===== src/rtl/core/ibat_pkg.sv =====
// Types, constants and update functions shared by the input tracker modules.
package ibat_pkg;

    localparam int ONE_Q    = 16384;
    localparam int SNAP_Q   = 1638;
    localparam int RAMP_MUL = 5;

    typedef enum logic [1:0] {
        FN_TICK   = 2'd0,
        FN_BUTTON = 2'd1,
        FN_AXIS   = 2'd2,
        FN_QUERY  = 2'd3
    } func_t;

    typedef enum logic [1:0] {
        PH_IDLE     = 2'd0,
        PH_HELD     = 2'd1,
        PH_PRESSED  = 2'd2,
        PH_RELEASED = 2'd3
    } btn_phase_t;

    typedef enum logic [1:0] {
        RD_IN_CHAN  = 2'd0,
        RD_ZERO     = 2'd1,
        RD_CNT_NEXT = 2'd2,
        RD_CHAN     = 2'd3
    } rd_sel_t;

    typedef enum logic [1:0] {
        WR_ZERO = 2'd0,
        WR_TICK = 2'd1,
        WR_EVT  = 2'd2
    } wr_sel_t;

    typedef enum logic {
        OUT_EVT = 1'b0,
        OUT_RD  = 1'b1
    } out_sel_t;

    typedef struct packed {
        logic [15:0]        holder;
        btn_phase_t         phase;
        logic signed [15:0] analog_x;
        logic signed [15:0] analog_y;
        logic signed [15:0] dcount_x;
        logic signed [15:0] dcount_y;
        logic signed [15:0] ecount_x;
        logic signed [15:0] ecount_y;
        logic signed [15:0] elevel_x;
        logic signed [15:0] elevel_y;
        logic signed [15:0] comb_x;
        logic signed [15:0] comb_y;
    } chan_rec_t;

    typedef struct packed {
        logic    load_in;
        logic    rd_en;
        rd_sel_t rd_sel;
        logic    wr_en;
        wr_sel_t wr_sel;
        logic    cnt_clr;
        logic    cnt_inc;
        logic    out_load;
        out_sel_t out_sel;
    } ibat_cmd_t;

    typedef struct packed {
        logic in_tick;
        logic chan_ok;
        logic cnt_last;
        logic out_free;
    } ibat_sts_t;

    function automatic logic signed [15:0] sat_add16(logic signed [15:0] a,
                                                     logic signed [2:0] inc);
        logic signed [16:0] s;
        s = $signed({a[15], a}) + $signed({{14{inc[2]}}, inc});
        if (s > 17'sd32767)
            return 16'sh7FFF;
        else if (s < -17'sd32768)
            return 16'sh8000;
        else
            return s[15:0];
    endfunction

    function automatic logic signed [15:0] ramp_axis(logic signed [15:0] lvl,
                                                     logic signed [15:0] cnt,
                                                     logic [16:0] step);
        logic signed [18:0] tgt;
        logic signed [18:0] e;
        logic signed [18:0] d;
        logic signed [18:0] stx;
        stx = $signed({2'b00, step});
        if (cnt > 16'sd0)
            tgt = 19'(ONE_Q);
        else if (cnt < 16'sd0)
            tgt = -19'(ONE_Q);
        else
            tgt = '0;
        e = $signed({{3{lvl[15]}}, lvl});
        if (e < tgt)
            e = e + stx;
        else if (e > tgt)
            e = e - stx;
        d = e - tgt;
        if (d < 19'sd0)
            d = -d;
        if (d <= 19'(SNAP_Q))
            e = tgt;
        if (e > 19'sd32767)
            return 16'sh7FFF;
        else if (e < -19'sd32768)
            return 16'sh8000;
        else
            return e[15:0];
    endfunction

    function automatic logic signed [15:0] combine(logic signed [15:0] an,
                                                   logic signed [15:0] dc,
                                                   logic signed [15:0] em);
        logic signed [17:0] dv;
        logic signed [17:0] s;
        if (dc > 16'sd0)
            dv = 18'(ONE_Q);
        else if (dc < 16'sd0)
            dv = -18'(ONE_Q);
        else
            dv = '0;
        s = $signed({{2{an[15]}}, an}) + $signed({{2{em[15]}}, em}) + dv;
        if (s > 18'(ONE_Q))
            return 16'(ONE_Q);
        else if (s < -18'(ONE_Q))
            return -16'(ONE_Q);
        else
            return s[15:0];
    endfunction

    function automatic chan_rec_t tick_update(chan_rec_t r, logic [16:0] step);
        chan_rec_t n;
        n = r;
        case (r.phase)
            PH_PRESSED:  n.phase = PH_HELD;
            PH_RELEASED: n.phase = PH_IDLE;
            default:     n.phase = r.phase;
        endcase
        n.elevel_x = ramp_axis(r.elevel_x, r.ecount_x, step);
        n.elevel_y = ramp_axis(r.elevel_y, r.ecount_y, step);
        n.comb_x   = combine(r.analog_x, r.dcount_x, n.elevel_x);
        n.comb_y   = combine(r.analog_y, r.dcount_y, n.elevel_y);
        return n;
    endfunction

    function automatic chan_rec_t event_update(chan_rec_t r, func_t fn, logic down,
                                               logic is_x, logic signed [15:0] level,
                                               logic analog, logic emulated);
        chan_rec_t         n;
        logic [15:0]       h;
        logic signed [2:0] inc;
        n = r;
        case (fn)
            FN_BUTTON:
            begin
                if (down)
                begin
                    if (r.holder == 16'd0)
                        n.phase = PH_PRESSED;
                    if (r.holder != 16'hFFFF)
                        n.holder = r.holder + 16'd1;
                end
                else
                begin
                    h = (r.holder != 16'd0) ? r.holder - 16'd1 : 16'd0;
                    n.holder = h;
                    if (h == 16'd0)
                        n.phase = PH_RELEASED;
                end
            end
            FN_AXIS:
            begin
                if (analog)
                begin
                    if (is_x)
                        n.analog_x = level;
                    else
                        n.analog_y = level;
                end
                else if (!emulated)
                begin
                    // truncate toward zero: floor, then bump negatives with a fraction
                    inc = $signed({level[15], level[15:14]});
                    if (level[15] && (|level[13:0]))
                        inc = inc + 3'sd1;
                    if (is_x)
                        n.dcount_x = sat_add16(r.dcount_x, inc);
                    else
                        n.dcount_y = sat_add16(r.dcount_y, inc);
                end
                else
                begin
                    inc = (level > 16'sd0) ? 3'sd1 : -3'sd1;
                    if (is_x)
                        n.ecount_x = sat_add16(r.ecount_x, inc);
                    else
                        n.ecount_y = sat_add16(r.ecount_y, inc);
                end
            end
            default:
            begin
                n = r;
            end
        endcase
        return n;
    endfunction

endpackage


===== src/rtl/core/ibat_ctrl.sv =====
// Sequencer for the input tracker: clearing pass, tick sweep, events and reports.
module ibat_ctrl
    import ibat_pkg::*;
(
    input  logic      clk,
    input  logic      rst_n,
    input  logic      s_axis_tvalid,
    output logic      s_ready,
    input  ibat_sts_t sts,
    output ibat_cmd_t cmd
);

    typedef enum logic [5:0] {
        S_CLEAR  = 6'b000001,
        S_IDLE   = 6'b000010,
        S_EVT    = 6'b000100,
        S_TICK   = 6'b001000,
        S_RPT_RD = 6'b010000,
        S_RPT    = 6'b100000
    } state_t;

    state_t state_reg;
    state_t state_next;

    always_ff @(posedge clk or negedge rst_n)
    begin
        if (!rst_n)
            state_reg <= S_CLEAR;
        else
            state_reg <= state_next;
    end

    always_comb
    begin
        state_next   = state_reg;
        s_ready      = 1'b0;
        cmd.load_in  = 1'b0;
        cmd.rd_en    = 1'b0;
        cmd.rd_sel   = RD_IN_CHAN;
        cmd.wr_en    = 1'b0;
        cmd.wr_sel   = WR_ZERO;
        cmd.cnt_clr  = 1'b0;
        cmd.cnt_inc  = 1'b0;
        cmd.out_load = 1'b0;
        cmd.out_sel  = OUT_EVT;
        case (state_reg)
            S_CLEAR:
            begin
                cmd.wr_en  = 1'b1;
                cmd.wr_sel = WR_ZERO;
                if (sts.cnt_last)
                begin
                    cmd.cnt_clr = 1'b1;
                    state_next  = S_IDLE;
                end
                else
                    cmd.cnt_inc = 1'b1;
            end
            S_IDLE:
            begin
                s_ready = 1'b1;
                if (s_axis_tvalid)
                begin
                    cmd.load_in = 1'b1;
                    cmd.rd_en   = 1'b1;
                    if (sts.in_tick)
                    begin
                        cmd.rd_sel  = RD_ZERO;
                        cmd.cnt_clr = 1'b1;
                        state_next  = S_TICK;
                    end
                    else
                    begin
                        cmd.rd_sel = RD_IN_CHAN;
                        state_next = S_EVT;
                    end
                end
            end
            S_EVT:
            begin
                if (sts.out_free)
                begin
                    cmd.wr_en    = sts.chan_ok;
                    cmd.wr_sel   = WR_EVT;
                    cmd.out_load = 1'b1;
                    cmd.out_sel  = OUT_EVT;
                    state_next   = S_IDLE;
                end
            end
            S_TICK:
            begin
                cmd.wr_en  = 1'b1;
                cmd.wr_sel = WR_TICK;
                if (sts.cnt_last)
                begin
                    cmd.cnt_clr = 1'b1;
                    state_next  = S_RPT_RD;
                end
                else
                begin
                    cmd.rd_en   = 1'b1;
                    cmd.rd_sel  = RD_CNT_NEXT;
                    cmd.cnt_inc = 1'b1;
                end
            end
            S_RPT_RD:
            begin
                cmd.rd_en  = 1'b1;
                cmd.rd_sel = RD_CHAN;
                state_next = S_RPT;
            end
            S_RPT:
            begin
                if (sts.out_free)
                begin
                    cmd.out_load = 1'b1;
                    cmd.out_sel  = OUT_RD;
                    state_next   = S_IDLE;
                end
            end
            default:
            begin
                state_next = S_IDLE;
            end
        endcase
    end

endmodule


===== config.mk =====
export PLATFORM = sky130hd
export DESIGN_NAME = ibat_ctrl
export DESIGN_NICKNAME = d
export VERILOG_FILES = /design/src/rtl/core/ibat_pkg.sv /design/src/rtl/core/ibat_ctrl.sv
export SDC_FILE = /design/constraint.sdc
export NUM_CORES = 1
export LEC_CHECK = 0
export BUFFER_PORTS_ARGS = -buffer_cell sky130_fd_sc_hd__buf_4
export CAP_MARGIN = 20
export CORE_AREA = 2 2 39 41
export CTS_CLUSTER_SIZE = 10
export DETAILED_ROUTE_END_ITERATION = 7
export DIE_AREA = 0 0 41 43
export GPL_TIMING_DRIVEN = 0
export SYNTH_ARGS = -nofsm -noshare
export SYNTH_HDL_FRONTEND = slang
export SYNTH_SLANG_ARGS = --single-unit

===== constraint.sdc =====
create_clock -name clk -period 4.4 [get_ports clk]
set_clock_uncertainty 0.05 [all_clocks]
set_input_delay 0.44 -clock clk [delete_from_list [all_inputs] [get_ports clk]]
set_output_delay 0.44 -clock clk [all_outputs]
set_load 0.05 [all_outputs]

# After elaboration in Yosys (flattened, before gate mapping)
# Cells that the tools add are included.
# totals
regBits,6
inputBits,7
word_cells,37
# classes
eq_ne,10
n_mux,23
n_reduce_logical,3
# op_table
cell,n
$pmux W6 S5,1
$mux W6,4
$pmux W3 S3,2
$mux W1,8
$mux W4,2
$eq A6 B1 Y1 const B,1
$eq A6 B2 Y1 const B,1
$eq A6 B3 Y1 const B,1
$eq A6 B4 Y1 const B,1
$eq A6 B5 Y1 const B,1
$eq A6 B6 Y1 const B,1
$mux W3,2
$ne A2 B2 Y1 const B,3
$mux W2,2
$pmux W2 S2,1
$reduce_and A4 Y1,1
$reduce_or A2 Y1,2
$ne A2 B1 Y1 const B,1
$pmux W1 S2,1

# Longest topological paths before layout
# Gate-level depths: netlist (run 1).
# depth
word_depth,4
depth_mapped,6
ltp_nobuf,4

# Worst setup path after synthesis (run 1)
# No wires, ideal clock.
# synth_path
path_type,reg2out
startpoint,register state_reg[3]
endpoint,output cmd[6] (netlist name)
arrival_ns,1.912
required_time_ns,3.910
setup_slack_ns,1.998
stages_incl_launch_ff,6
path_cell_list,dfrtp_1 -> buf_6 -> nor2_1 -> nand3_1 -> nor2_1 -> a21o_1
# synth_rtl
item,line_no,text
"start, declared",ibat_ctrl.sv:22,state_t state_reg;
"start signal, assigned",ibat_ctrl.sv:30,state_reg <= state_next;
"end, declared",ibat_ctrl.sv:10,output ibat_cmd_t cmd

==> impl_metrics.ini, run 1 <==
[global_routing]
overflow = 0
grt_max_degree = 10
grt_first_pass_wirelength_mm = 1.64
grt_pass1_vias = 380
antenna_found_initial = 0
track_usage = 0.142

[final_layout]
area_growth_pct = 44.6
largest_reg_flops = 6
num-nets-final = 81
final_cell_mix = buf_4, nand2_1, nor2_1
final_common_cell = buf_4
antenna_cells = 0
drive_gt1_frac = 0.370
fin_util = 0.448

[critical_path]
crit_arrival_ns = 1.81
path_max_fanout = 8
timing.rr.start = state_reg[4]
crit_path_start = state_reg[4]
endpoint = cmd[2]
reg2reg_depth = 4
r2r-end = state_reg[1]
r2r_slack_ns = 2.65
critPathCaptureType = primary output
worstPathRequired_ns = 3.91
path_class = flip-flop to primary output
cp-start-kind = flip-flop

[place]
port_buffers = 18
place_congestion = 0.747
dp_hpwl_um = 811
dp_slack_ns = 2.36

[synth]
synthMuxAreaShare = 0
syn_inst = 50
synth.avg_cell_area_sq_um = 8.58
syn_area_sq_um = 429
ys_ff_latch = 6
ys.warnings.count = 0
synth_top_family_by_area = simple AND/OR/NAND/NOR gates
synth_ff_type = dfrtp_1
synth_compound_area_frac = 0.140
netlist.area_leader.share = 0.292
synth_area_leaders = dfrtp_1, nand2_1, dfstp_2
synth-xor-area-share = 0.0408
seq_area_frac_synth = 0.353
synth-adder-area-share = 0
async_flop_share = 1.00
yosysUniqueCellTypes = 26
yosysTopAreaCell = dfrtp_1
syn_nets = 57
synthSimpleGateAreaFrac = 0.414
synth_edf_count = 0

[routing]
ant_nets = 0
drt_iter0_drc = 8
drt_pass1_iterations = 4
viasPerCell = 4.69
vias = 417
drc = 0
routedWlPerCell_um = 12.0
drt-total-wl_mm = 1.07

[pwr]
clockPowerShare = 0.147
intPower_uw = 185
p_per_area_mw_per_mm2 = 609
power.switching_uw = 193
combPwrFrac = 0.643
switching_share = 0.510
leakagePower_nw = 0.324
seqPwrFrac = 0.210
ir_drop_mv = 0.272

[timing]
min_period_ns = 2.30
rsz0062_at_grt = false
drv_slew = 0
setup_ws_ns = 2.10
fmax_mhz = 435
worstMarginPinSlew_ns = 0.594
tns_ns = 0
finalSetupViolations = 0
fin_crit_sh = 0.522
relSlewSlack = 0.600
hold_viol = 0

[die]
io_pins = 19
die_area_sq_mm = 0.00176
start_util = 0.310
coreArea_sq_mm = 0.00138
core.rowCount = 14
die_w_um = 41
die_y_um = 43

[clock_network]
cts_buffers = 3
cts.clk_slew.worst_paths_ns = 0.04
root_buffer = clkbuf_4
clkLatencyLatePin_ns = 0.25
clock_sinks = 6
cts_max_path_buffers = 2
cts_tree = yes
postCtsSetupBuffers = 0
cts_max_level = 1

[hold_path]
hold_path_class = primary input to flip-flop
hp-start = sts[1]

[flow_run]
drv_cap = 0

[outcome]
status = complete, no violations
[through the flow]
step / cell area [sq um] / instances / hold WS (ns) / power, mW
floorplan: 429 / 50 / 0.0944 / 0.259
global route: 621 / 89 / 0.323 / 0.401
global placement: 584 / 84 / 0.197 / 0.321
detailed placement: 584 / 84 / 0.198 / 0.322
CTS: 621 / 89 / 0.318 / 0.381
finish: 621 / 89 / 0.327 / 0.378
[what timing repair did]
action                    4_1_cts  5_1_grt
hold endpoints to repair        5        0
hold buffers                    1        0
resized for setup               0        0
[logic make-up (layout without fill, tap and decap cells)]
logic type / Yosys count / in the layout
AO/OA/AOI/OAI: 8 / 8
AND/OR/NAND/NOR: 30 / 30
XOR/XNOR: 2 / 2
flip-flops: 6 / 6
buffers and inverters: 4 / 27
[power groups by stage]
stage | combinational, mW | clock (mW) | sequential (mW)
after floorplan | 0.183 | 0 | 0.0763
after global placement | 0.241 | 0 | 0.0794
after detailed placement | 0.242 | 0 | 0.0799
after CTS | 0.244 | 0.0587 | 0.0792
after global routing | 0.259 | 0.0614 | 0.0807
final | 0.243 | 0.0555 | 0.0793
[how the worst min path moves through the flow]
stage                     depth (start not counted)      endpoint
after detailed placement                          1  state_reg[5]
after global placement                            1  state_reg[2]
after global routing                              2  state_reg[0]
after floorplan                                   0  state_reg[1]
final                                             2  state_reg[0]
after CTS                                         2  state_reg[0]
[cell type report]
cell class / count / area [sq um]
timing repair buffer: 19 / 145
inverter: 2 / 7.51
sequential: 6 / 151
clock buffer: 4 / 26.3
buffer: 2 / 15.0
tap: 16 / 20.0
fill: 139 / 763
multi-input combinational: 40 / 255
[critical path, stage by stage, from the launching register on]
cell and delay (ns):
dfrtp_1 0.46, or4_4 0.58, nor3_4 0.27, buf_4 0.25
[synth_stat cells (2+ instances only)]
| cell | number |
|---|---|
| a21oi_1 | 2 |
| dfrtp_1 | 5 |
| inv_1 | 2 |
| nand2_1 | 8 |
| nand2b_1 | 3 |
| nand3_1 | 2 |
| nor2_1 | 7 |
| nor2b_1 | 2 |
| or4_4 | 2 |
[routing by layer]
| metal | GRT usage | up-vias | routed length [um] | part of all wire |
|---|---|---|---|---|
| met2 | 0.213 | 10 | 525 | 0.49 |
| li1 | - | 218 | - | - |
| met1 | 0.178 | 189 | 485 | 0.45 |
| met4 | 0.0600 | 0 | 0 | 0 |
| met5 | 0 | - | 0 | 0 |
| met3 | 0.0471 | 0 | 61 | 0.057 |
Note: power is estimated with default switching activity, not from simulation.
==> inputs of run 2 (changes only) <==
Clock period 4.4 ns to 1.9 ns, I/O delays scaled along.
==> run 2 against run 1 <==
  * Combinational power increased to 3.0 times the previous value
  * Wire length is 6.7% higher
  * Worst setup slack worse by 2.1 ns
  * Global-route usage up 1.7 points
  * Sequential share of layout area decreased by 4.0 points
  * First-iteration DRC count shrank 13%
  * Die area did not move
  * Design area up 20%
  * Critical path type unchanged
  * Core utilization is 9.1 points higher
==> impl_metrics.ini, run 2 (synthesis results as in run 1) <==
[pwr]
combPwrFrac = 0.699
p_total_mw = 1.03
ir_drop_mv = 0.693
clockPowerShare = 0.132
leakagePower_nw = 0.377
p_per_area_mw_per_mm2 = 1380
seqPwrFrac = 0.169
switching_share = 0.478
intPower_uw = 538
power.switching_uw = 493

[clock_network]
cts_tree = yes
cts_max_level = 1
clock_sinks = 6
cts_max_path_buffers = 2
root_buffer = clkbuf_4
cts.clk_slew.worst_paths_ns = 0.05
cts_buffers = 3
clkLatencyLatePin_ns = 0.25

[critical_path]
timing.rr.start = state_reg[2]
path_max_fanout = 3
r2r-end = state_reg[1]
path_class = flip-flop to primary output
worstPathRequired_ns = 1.66
reg2reg_depth = 5
crit_arrival_ns = 1.66
critPathCaptureType = primary output
cp-start-kind = flip-flop
r2r_slack_ns = 0.14
crit_path_start = state_reg[2]
endpoint = cmd[2]

[routing]
routedWlPerCell_um = 11.8
drc = 0
vias = 477
drt_pass1_iterations = 2
ant_nets = 0
viasPerCell = 4.92
drt-total-wl_mm = 1.14
drt_iter0_drc = 7

[final_layout]
largest_reg_flops = 6
final_area_sq_um = 747
instances_no_fill = 97
num-nets-final = 89
antenna_cells = 0
area_growth_pct = 74.1
drive_gt1_frac = 0.531
final_common_cell = buf_4
final_cell_mix = buf_4, nand2_1, buf_6

[die]
die_area_sq_mm = 0.00176
die_y_um = 43
die_w_um = 41
start_util = 0.310
core.rowCount = 14
coreArea_sq_mm = 0.00138
io_pins = 19

[timing]
hold_slack_ns = 0.0588
worstMarginPinSlew_ns = 0.438
relSlewSlack = 0.706
fin_crit_sh = 0.998
fmax_mhz = 527
min_period_ns = 1.90
rsz0062_at_grt = true
finalSetupViolations = 0
drv_slew = 0
setup_ws_ns = 0.00353
hold_viol = 0

[place]
dp_hpwl_um = 796
place_area_sq_um = 591
placed_cells = 84
place_congestion = 0.757
dp_slack_ns = 0.116
port_buffers = 18

[global_routing]
grt_first_pass_wirelength_mm = 1.83
grt_max_degree = 10
grt_pass1_vias = 433
track_usage = 0.159
overflow = 0
antenna_found_initial = 0

[hold_path]
hold_path_class = primary input to flip-flop

[outcome]
status = complete, no violations

[flow_run]
drv_cap = 0
==> run 2: worst min-delay path by stage <==
stage / start / end / depth (start not counted)
final: sts[1] / state_reg[0] / 2
after detailed placement: rst_n / state_reg[4] / 1
after global placement: rst_n / state_reg[4] / 1
after global routing: sts[1] / state_reg[0] / 2
after CTS: sts[1] / state_reg[0] / 2
after floorplan: rst_n / state_reg[1] / 0
==> run 2: per-stage QoR <==
stage	setup TNS (ns)	util
2_1_floorplan	-0.0904	-
3_3_place_gp	0	0.427
3_5_place_dp	0	0.427
4_1_cts	-0.0175	0.503
5_1_grt	-0.0979	0.540
6_report	0	0.540
==> run 2: final cells by class <==
type / instances / area (sq um)
Fill cell: 127 / 637
Multi-Input combinational cell: 40 / 290
Timing Repair Buffer: 27 / 231
Sequential cell: 6 / 153
Clock buffer: 4 / 26.3
Tap cell: 16 / 20.0
Buffer: 2 / 18.8
Inverter: 2 / 7.51
==> run 2: power groups by stage <==
stage	clock network [mW]	registers, mW	logic (mW)
floorplan	0	0.177	0.434
global placement	0	0.182	0.571
detailed placement	0	0.183	0.572
CTS	0.135	0.174	0.654
global route	0.142	0.176	0.764
finish	0.136	0.174	0.721
==> run 2: what timing repair did <==
action,CTS,global route
endpoints found under the hold margin,6,0
setup buffers,4,5
gates resized for setup,9,7
hold buffers,1,0
setup endpoints to repair,7,7
pin swaps,2,5
==> run 2: per-layer routing <==
layer,share of wire,wire length [um],GRT usage
met5,0,0,0
met4,0.042,48,0.140
met3,0.029,33,0.0157
met2,0.53,604,0.234
met1,0.40,457,0.191
==> run 2: critical path, stage by stage (launching register included) <==
cell	delay, ns
dfrtp_1	0.40
or4_4	0.59
nor3_4	0.22
buf_6	0.19
==> inputs of run 3 (changes only) <==
Settings changed: GPL_TIMING_DRIVEN 0 to 1.
==> run 3 against run 2 <==
  * Cell count is 6.2% lower
  * Wire length down 2.5%
  * Largest cell class unchanged
  * Design area is 9.9% lower
  * Highest routed layer is now met3
  * Combinational power fell by 13%
  * First-iteration DRC count is 14% lower
  * Non-clock buffer count is 6 lower
  * Sequential power rose by 3%
==> impl_metrics.ini, run 3 (synthesis results as in run 1) <==
[outcome]
status = complete, no violations

[pwr]
p_per_area_mw_per_mm2 = 1380
ir_drop_mv = 0.523
leakagePower_nw = 0.340

[critical_path]
reg2reg_depth = 5
r2r-end = state_reg[1]
path_max_fanout = 5
cp-start-kind = flip-flop
cp_cell_sequence = or4_4, nor3_4, buf_6
path_class = flip-flop to primary output
timing.critical_path.buf_inv = 1
timing.rr.start = state_reg[2]
cp_top_family = simple AND/OR/NAND/NOR gates
slowest_stage = or4_4
crit_arrival_ns = 1.65
critPathCaptureType = primary output
r2r_slack_ns = 0.13
worstPathRequired_ns = 1.66
cp_slowest_stage_delay_ns = 0.59

[routing]
ant_nets = 0
drt_iter0_drc = 6
vias = 454
viasPerCell = 4.99
routedWlPerCell_um = 12.3
drc = 0
drt-total-wl_mm = 1.12
drt_pass1_iterations = 4

[timing]
relSlewSlack = 0.762
worstMarginPinSlew_ns = 0.352
hold_viol = 0
min_period_ns = 1.89
hold_slack_ns = 0.0827
tns_ns = 0
fmax_mhz = 529
fin_crit_sh = 0.994
finalSetupViolations = 0
drv_slew = 0
rsz0062_at_grt = true

[hold_path]
holdPathEnd = state_reg[0]
hold_path_class = primary input to flip-flop
hp-start = sts[1]
hold_path_depth = 2

[global_routing]
track_usage = 0.158
overflow = 0
grt_pass1_vias = 403
grt_max_degree = 9
grt_first_pass_wirelength_mm = 1.82
antenna_found_initial = 0

[die]
die_y_um = 43
die_area_sq_mm = 0.00176
die_w_um = 41
coreArea_sq_mm = 0.00138
io_pins = 19
core.rowCount = 14
start_util = 0.310

[final_layout]
final_common_cell = buf_4
fin_util = 0.486
largest_reg_flops = 6
antenna_cells = 0
final_cell_mix = buf_4, nand2_1, nor2_1, dfrtp_1
final_area_sq_um = 673
instances_no_fill = 91
area_growth_pct = 56.9
num-nets-final = 83
drive_gt1_frac = 0.480

[place]
placed_cells = 84
place_area_sq_um = 589
dp_hpwl_um = 892
place_congestion = 0.753
port_buffers = 18

[clock_network]
root_buffer = clkbuf_4
cts_max_path_buffers = 2
clock_sinks = 6
clkLatencyLatePin_ns = 0.24
cts_max_level = 1
cts_tree = yes
cts.clk_slew.worst_paths_ns = 0.05
cts_buffers = 3

[flow_run]
drv_cap = 0
-- run 3: cell type report --
type / count / area (sq um)
tap: 16 / 20.0
multi-input combinational: 40 / 282
inverter: 2 / 7.51
fill: 139 / 711
timing repair buffer: 23 / 186
clock buffer: 4 / 26.3
sequential: 6 / 151
-- run 3: per-stage QoR --
stage	setup WS, ns	total power [mW]
6_report	0.0110	0.932
5_1_grt	-0.0647	0.999
4_1_cts	0.00644	0.920
3_5_place_dp	0.165	0.760
3_3_place_gp	0.154	0.758
2_1_floorplan	-0.0410	0.611
-- run 3: power by group --
group | total, mW | switching, mW | internal [mW] | leakage [nW]
combinational | 0.626 | 0.391 | 0.235 | 0.249
clock | 0.126 | 0.0468 | 0.0796 | 0.0150
sequential | 0.180 | 0.0266 | 0.153 | 0.0760
-- run 3: what timing repair did --
action	4_1_cts	5_1_grt
cloned	0	0
endpoints found under the hold margin	6	0
setup buffers	2	0
resized for setup	3	5
setup endpoints to repair	3	5
hold buffers	1	0
pin swaps	2	4
-- run 3: routing by layer --
metal | vias up | GRT usage | wire, um
met2 | 10 | 0.228 | 619
met5 | - | 0 | 0
met1 | 219 | 0.194 | 457
met4 | 0 | 0.0800 | 0
li1 | 225 | - | -
met3 | 0 | 0.0628 | 39
-- run 3: how the worst max path moves through the flow --
| stage | start | slack [ns] | endpoint | cells past startpoint |
|---|---|---|---|---|
| 2_1_floorplan | state_reg[2] | -0.04 | cmd[9] | 3 |
| 3_3_place_gp | state_reg[2] | 0.15 | cmd[2] | 3 |
| 3_5_place_dp | state_reg[2] | 0.17 | cmd[2] | 3 |
| 4_1_cts | state_reg[2] | 0.006 | cmd[3] | 5 |
| 5_1_grt | state_reg[2] | -0.06 | cmd[2] | 3 |
| 6_report | state_reg[2] | 0.01 | cmd[2] | 3 |
